==> src/hw/rtl/cmvm_pkg.sv <==
`timescale 1ns / 1ps
// ----------------------------------------------------------------------------
// cmvm_pkg
// Shared codes, widths and types of the complex matrix-vector multiplier.
// ----------------------------------------------------------------------------
package cmvm_pkg;

  localparam int MODE_W     = 2;
  localparam int INDEX_W    = 5;
  localparam int CFG_W      = 6;
  localparam int CFG_ADDR_W = 2;

  localparam logic [MODE_W-1:0] MODE_MATRIX  = 2'd0;
  localparam logic [MODE_W-1:0] MODE_VECTOR  = 2'd1;
  localparam logic [MODE_W-1:0] MODE_COMPUTE = 2'd2;

  localparam logic [CFG_ADDR_W-1:0] REG_ROWS_IN_USE   = 2'd0;
  localparam logic [CFG_ADDR_W-1:0] REG_VECTOR_LENGTH = 2'd1;

  localparam logic [CFG_W-1:0] CFG_RESET_DIM = 6'd1;

  typedef struct packed {
    logic clear;
    logic issue;
  } mac_ctrl_t;

endpackage

==> src/hw/rtl/cmvm_mac.sv <==
`timescale 1ns / 1ps
// ----------------------------------------------------------------------------
// cmvm_mac
// Complex multiply-accumulate lane: product, term and accumulator stages,
// with round-to-nearest and saturation of the finished row sum.
// ----------------------------------------------------------------------------
module cmvm_mac
  import cmvm_pkg::*;
#(
  parameter int MAX_DIM    = 32,
  parameter int PART_WIDTH = 16
) (
  input  logic                         clk,
  input  logic                         rst,
  input  mac_ctrl_t                    ctrl,
  input  logic [2*PART_WIDTH-1:0]      mat_q,
  input  logic [2*PART_WIDTH-1:0]      vec_q,
  output logic                         busy,
  output logic signed [PART_WIDTH-1:0] res_re,
  output logic signed [PART_WIDTH-1:0] res_im
);

  localparam int PROD_W  = 2 * PART_WIDTH;
  localparam int TERM_W  = PROD_W + 1;
  localparam int EXACT_W = PROD_W + $clog2(MAX_DIM) + 2;
  localparam int ACC_W   = (EXACT_W > 64) ? 64 : EXACT_W;
  localparam int FRAC    = PART_WIDTH - 2;

  localparam logic signed [ACC_W-1:0] SAT_HI =
    ACC_W'((64'sd1 <<< (PART_WIDTH - 1)) - 64'sd1);
  localparam logic signed [ACC_W-1:0] SAT_LO = -SAT_HI - ACC_W'(1);
  localparam logic signed [ACC_W-1:0] HALF   = ACC_W'(64'sd1 <<< (FRAC - 1));

  logic                         v1, v2, v3;
  logic signed [PART_WIDTH-1:0] mr, mi, vr, vi;
  logic signed [PROD_W-1:0]     prr, pii, pri, pir;
  logic signed [TERM_W-1:0]     t_re, t_im;
  logic signed [ACC_W-1:0]      acc_re, acc_im;

  function automatic logic signed [PART_WIDTH-1:0] round_sat(
    input logic signed [ACC_W-1:0] a
  );
    logic signed [ACC_W-1:0] sum;
    logic signed [ACC_W-1:0] sh;
    sum = a + HALF;
    sh  = sum >>> FRAC;
    if (sh > SAT_HI) begin
      round_sat = PART_WIDTH'(SAT_HI);
    end else if (sh < SAT_LO) begin
      round_sat = PART_WIDTH'(SAT_LO);
    end else begin
      round_sat = PART_WIDTH'(sh);
    end
  endfunction

  assign mr = signed'(mat_q[PROD_W-1:PART_WIDTH]);
  assign mi = signed'(mat_q[PART_WIDTH-1:0]);
  assign vr = signed'(vec_q[PROD_W-1:PART_WIDTH]);
  assign vi = signed'(vec_q[PART_WIDTH-1:0]);

  always_ff @(posedge clk) begin
    if (rst) begin
      v1 <= 1'b0;
      v2 <= 1'b0;
      v3 <= 1'b0;
    end else begin
      v1 <= ctrl.issue;
      v2 <= v1;
      v3 <= v2;
    end
  end

  always_ff @(posedge clk) begin
    if (v1) begin
      prr <= vr * mr;
      pii <= vi * mi;
      pri <= vr * mi;
      pir <= vi * mr;
    end
    if (v2) begin
      t_re <= TERM_W'(prr) - TERM_W'(pii);
      t_im <= TERM_W'(pri) + TERM_W'(pir);
    end
    if (ctrl.clear) begin
      acc_re <= '0;
      acc_im <= '0;
    end else if (v3) begin
      acc_re <= acc_re + ACC_W'(t_re);
      acc_im <= acc_im + ACC_W'(t_im);
    end
  end

  assign busy   = ctrl.issue | v1 | v2 | v3;
  assign res_re = round_sat(acc_re);
  assign res_im = round_sat(acc_im);

  a_clear_when_empty: assert property (@(posedge clk) disable iff (rst)
    ctrl.clear |-> !(v1 || v2 || v3))
    else $error("accumulator cleared with terms in flight");

  a_term_follows_issue: assert property (@(posedge clk) disable iff (rst)
    ctrl.issue |=> ##2 v3)
    else $error("issued read did not reach the accumulator stage");

  a_no_clear_during_issue: assert property (@(posedge clk) disable iff (rst)
    ctrl.issue |-> !ctrl.clear)
    else $error("clear and issue in the same cycle");

endmodule

==> config.mk <==
export PLATFORM = sky130hd
export DESIGN_NAME = cmvm_mac
export DESIGN_NICKNAME = d
export VERILOG_FILES = /design/src/hw/rtl/cmvm_pkg.sv /design/src/hw/rtl/cmvm_mac.sv
export SDC_FILE = /design/constraint.sdc
export NUM_CORES = 2
export LEC_CHECK = 0
export BUFFER_PORTS_ARGS = -buffer_cell sky130_fd_sc_hd__buf_2
export CAP_MARGIN = 20
export CORE_ASPECT_RATIO = 1.2
export CORE_MARGIN = 4
export CORE_UTILIZATION = 40
export CTS_BUF_LIST = sky130_fd_sc_hd__clkbuf_8
export DETAILED_ROUTE_END_ITERATION = 10
export SETUP_SLACK_MARGIN = 0.05
export SLEW_MARGIN = 20
export SYNTH_ARGS = -nofsm -noshare
export SYNTH_HDL_FRONTEND = slang
export SYNTH_SLANG_ARGS = --single-unit
==> constraint.sdc <==
create_clock -name clk -period 9.1 [get_ports clk]
set_input_delay 1.82 -clock clk [delete_from_list [all_inputs] [get_ports clk]]
set_output_delay 1.82 -clock clk [all_outputs]
set_load 0.02 [all_outputs]
==> results.toml <==
[critical_path]
crit_arrival_ns = 8.47
crit_top_cell = "fa_1"
critPathSlowestCell = "fa_1"
rrSetupSlack_ns = 5.30
crit_path_end_kind = "register"
cp_cell_sequence = "buf_2 > nand2_1 > inv_1 > fa_1 > fa_1 > buf_4 > fa_1 > fa_1 > fa_1 > inv_1 > fa_1 > inv_1 > ha_1 > nor2b_1 > o21ai_0 > nand2b_1 > a21oi_1 > nand2_1 > a211oi_1 > nor3_1 > a2111o_1 > a21oi_1 > xnor2_1"
cp_top_family = "adder cells"
required_ns = 9.56
path_class = "in2reg"
max_stage_delay_ns = 0.64
critPathBufInv = 5
crit_fanout = 26
start_kind = "primary input"

[sta]
hold_viol_final = 0
tightest_slew_ns = 0.9876
setup_viol = 0
slew_headroom_pct = 34.16
fmax_mhz = 124.7
rsz0062_at_grt = "false"
tns_ns = 0
timing.final.crit_share_pct = 88.10
post-route-min-period_ns = 8.017
slew_viol_final = 0
finClkSkew_ns = 0.05248

[synthesis]
synth_cells = 5964
ys_types = 94
synth_area_per_cell_um2 = 9.348
yosysWarningCount = 0
syn-cell-area_um2 = 55750
synthFlopType = "edfxtp_1"
async_flop_share_pct = 0
synth_edf_count = 194
seq_area_frac_synth_pct = 13.36
ys_seq_elements = 275
syn-num-nets = 7554

[clock_network]
clockBufferDepth = 3
post_cts_buffers = 0
cts.clk_slew.worst_paths_ns = 0.07
clkLatencyLatePin_ns = 0.71
holdBufCountCts = 0
numCtsBuffers = 50
htreeDepth = 2
cts_tree = "done"
root_buffer = "clkbuf_8"
cts_resized = 0
cts_sinks = 275

[layout]
layout_commonest_cell = "inv_1"
fin_area_um2 = 59500
postLayoutCoreUtil_pct = 43.13
nNetsFinal = 7566
multi_input_area_um2 = 42740
seq_area_um2 = 7456
mostFrequentLayoutCells = "inv_1 (1,257), fa_1 (1,052), nand2_1 (580)"
syn_to_final_growth_pct = 6.721
drive_above_1_share_pct = 5.086
fill_cells = 13610

[global_route]
antenna_found_initial = 26
gr-usage-all-layers_pct = 20.59
grt_pass1_wl_mm = 236.1
grt_max_degree = 87
grt_pass1_vias = 43180
grt_overflow = 0

[floorplan]
dieArea_um2 = 145400
die_w_um = 348.8
initial_utilization_pct = 40.41
rows = 149
die_h_um = 417.0
core_um2 = 138000
io_pins = 101

[detailed_routing]
wl_per_cell_um = 18.36
postRouteAntennaNets = 0
via_count = 39800
drtIter0Drc = 2075
dr.pass1.iters = 5
wirelength_mm = 144.0
drc = 0
viasPerCell = 5.076

[placed_design]
place_hpwl_mm = 116.8
gp_congestion = 0.8883
place_area_um2 = 58380
place.port_buffers = 100

[status]
outcome = "finished clean"

[job]
drv_cap = 0

[hold_path]
hold_class = "reg2reg"
[final timing paths]
check / from / to / cells after the start
min reg2reg: acc_re[4] / acc_re[4] / 2
max reg2reg: pri[4] / t_im[31] / 12
max: mat_q[17] / pir[30] / 23
min: acc_re[4] / acc_re[4] / 2
[metrics by stage]
| stage | instances | worst slack [ns] | hold slack [ns] |
|---|---|---|---|
| detailed placement | 7736 | 0.4261 | 0.4608 |
| floorplan | 5964 | 1.202 | 0.4447 |
| global placement | 7736 | 0.5068 | 0.4598 |
| global route | 7833 | 0.7850 | 0.4887 |
| CTS | 7829 | 1.196 | 0.4719 |
| finish | 7841 | 1.083 | 0.4752 |
[tightest hold or removal path, stage by stage (launching register included)]
cell and delay (ns):
dfxtp_1 0.32, nand2_1 0.06, a21oi_1 0.05
[cells in the mapped netlist (50+ instances only)]
library cell | number | area share [%]
nand2_1 | 580 | 3.9
edfxtp_1 | 194 | 10
a21oi_1 | 231 | 2.1
nor2_1 | 243 | 1.6
a21o_1 | 106 | 1.4
o21ai_1 | 72 | 0.65
xor2_1 | 96 | 1.5
inv_1 | 1243 | 8.4
dfxtp_1 | 81 | 2.9
nand3_1 | 50 | 0.45
clkbuf_1 | 221 | 1.5
ha_1 | 470 | 11
and2_1 | 510 | 5.7
xnor2_1 | 203 | 3.2
o21ai_0 | 69 | 0.62
nand2b_1 | 56 | 0.63
fa_1 | 1052 | 38
[per-layer routing]
layer / routed length, µm / GRT usage (%) / vias up
met1: 58970 / 25.57 / 20220
met5: 89 / 0 / -
met3: 5924 / 2.147 / 253
li1: - / - / 18500
met4: 8169 / 9.571 / 12
met2: 70810 / 36.07 / 818
[cells by family after synthesis]
| logic type | share of synthesized area, % |
|---|---|
| adder cells (fa/ha/maj) | 48.32 |
| XOR/XNOR | 4.697 |
| AO/OA/AOI/OAI | 8.321 |
| buffers and inverters | 9.989 |
| AND/OR/NAND/NOR | 14.50 |
| flip-flops | 13.36 |
| multiplexers | 0.8169 |
[state kept, by name (all words and copies together), names as in the netlist]
signal and count:
acc_im 39, acc_re 39, t_im 33, t_re 33
pii 32, pir 32, pri 32, prr 32
v1 1, v2 1, v3 1
[layout make-up]
class,count,share of cell area (%)
clock inverter,38,0.5572
timing repair buffer,193,2.099
antenna,12,0.05047
sequential,275,12.53
tap,1812,3.810
clock buffer,55,1.272
inverter,1245,7.854
multi-input combinational,4211,71.83
Power is not shown: default switching activity piles up to over one toggle a cycle in this logic, so the estimate is an artifact.
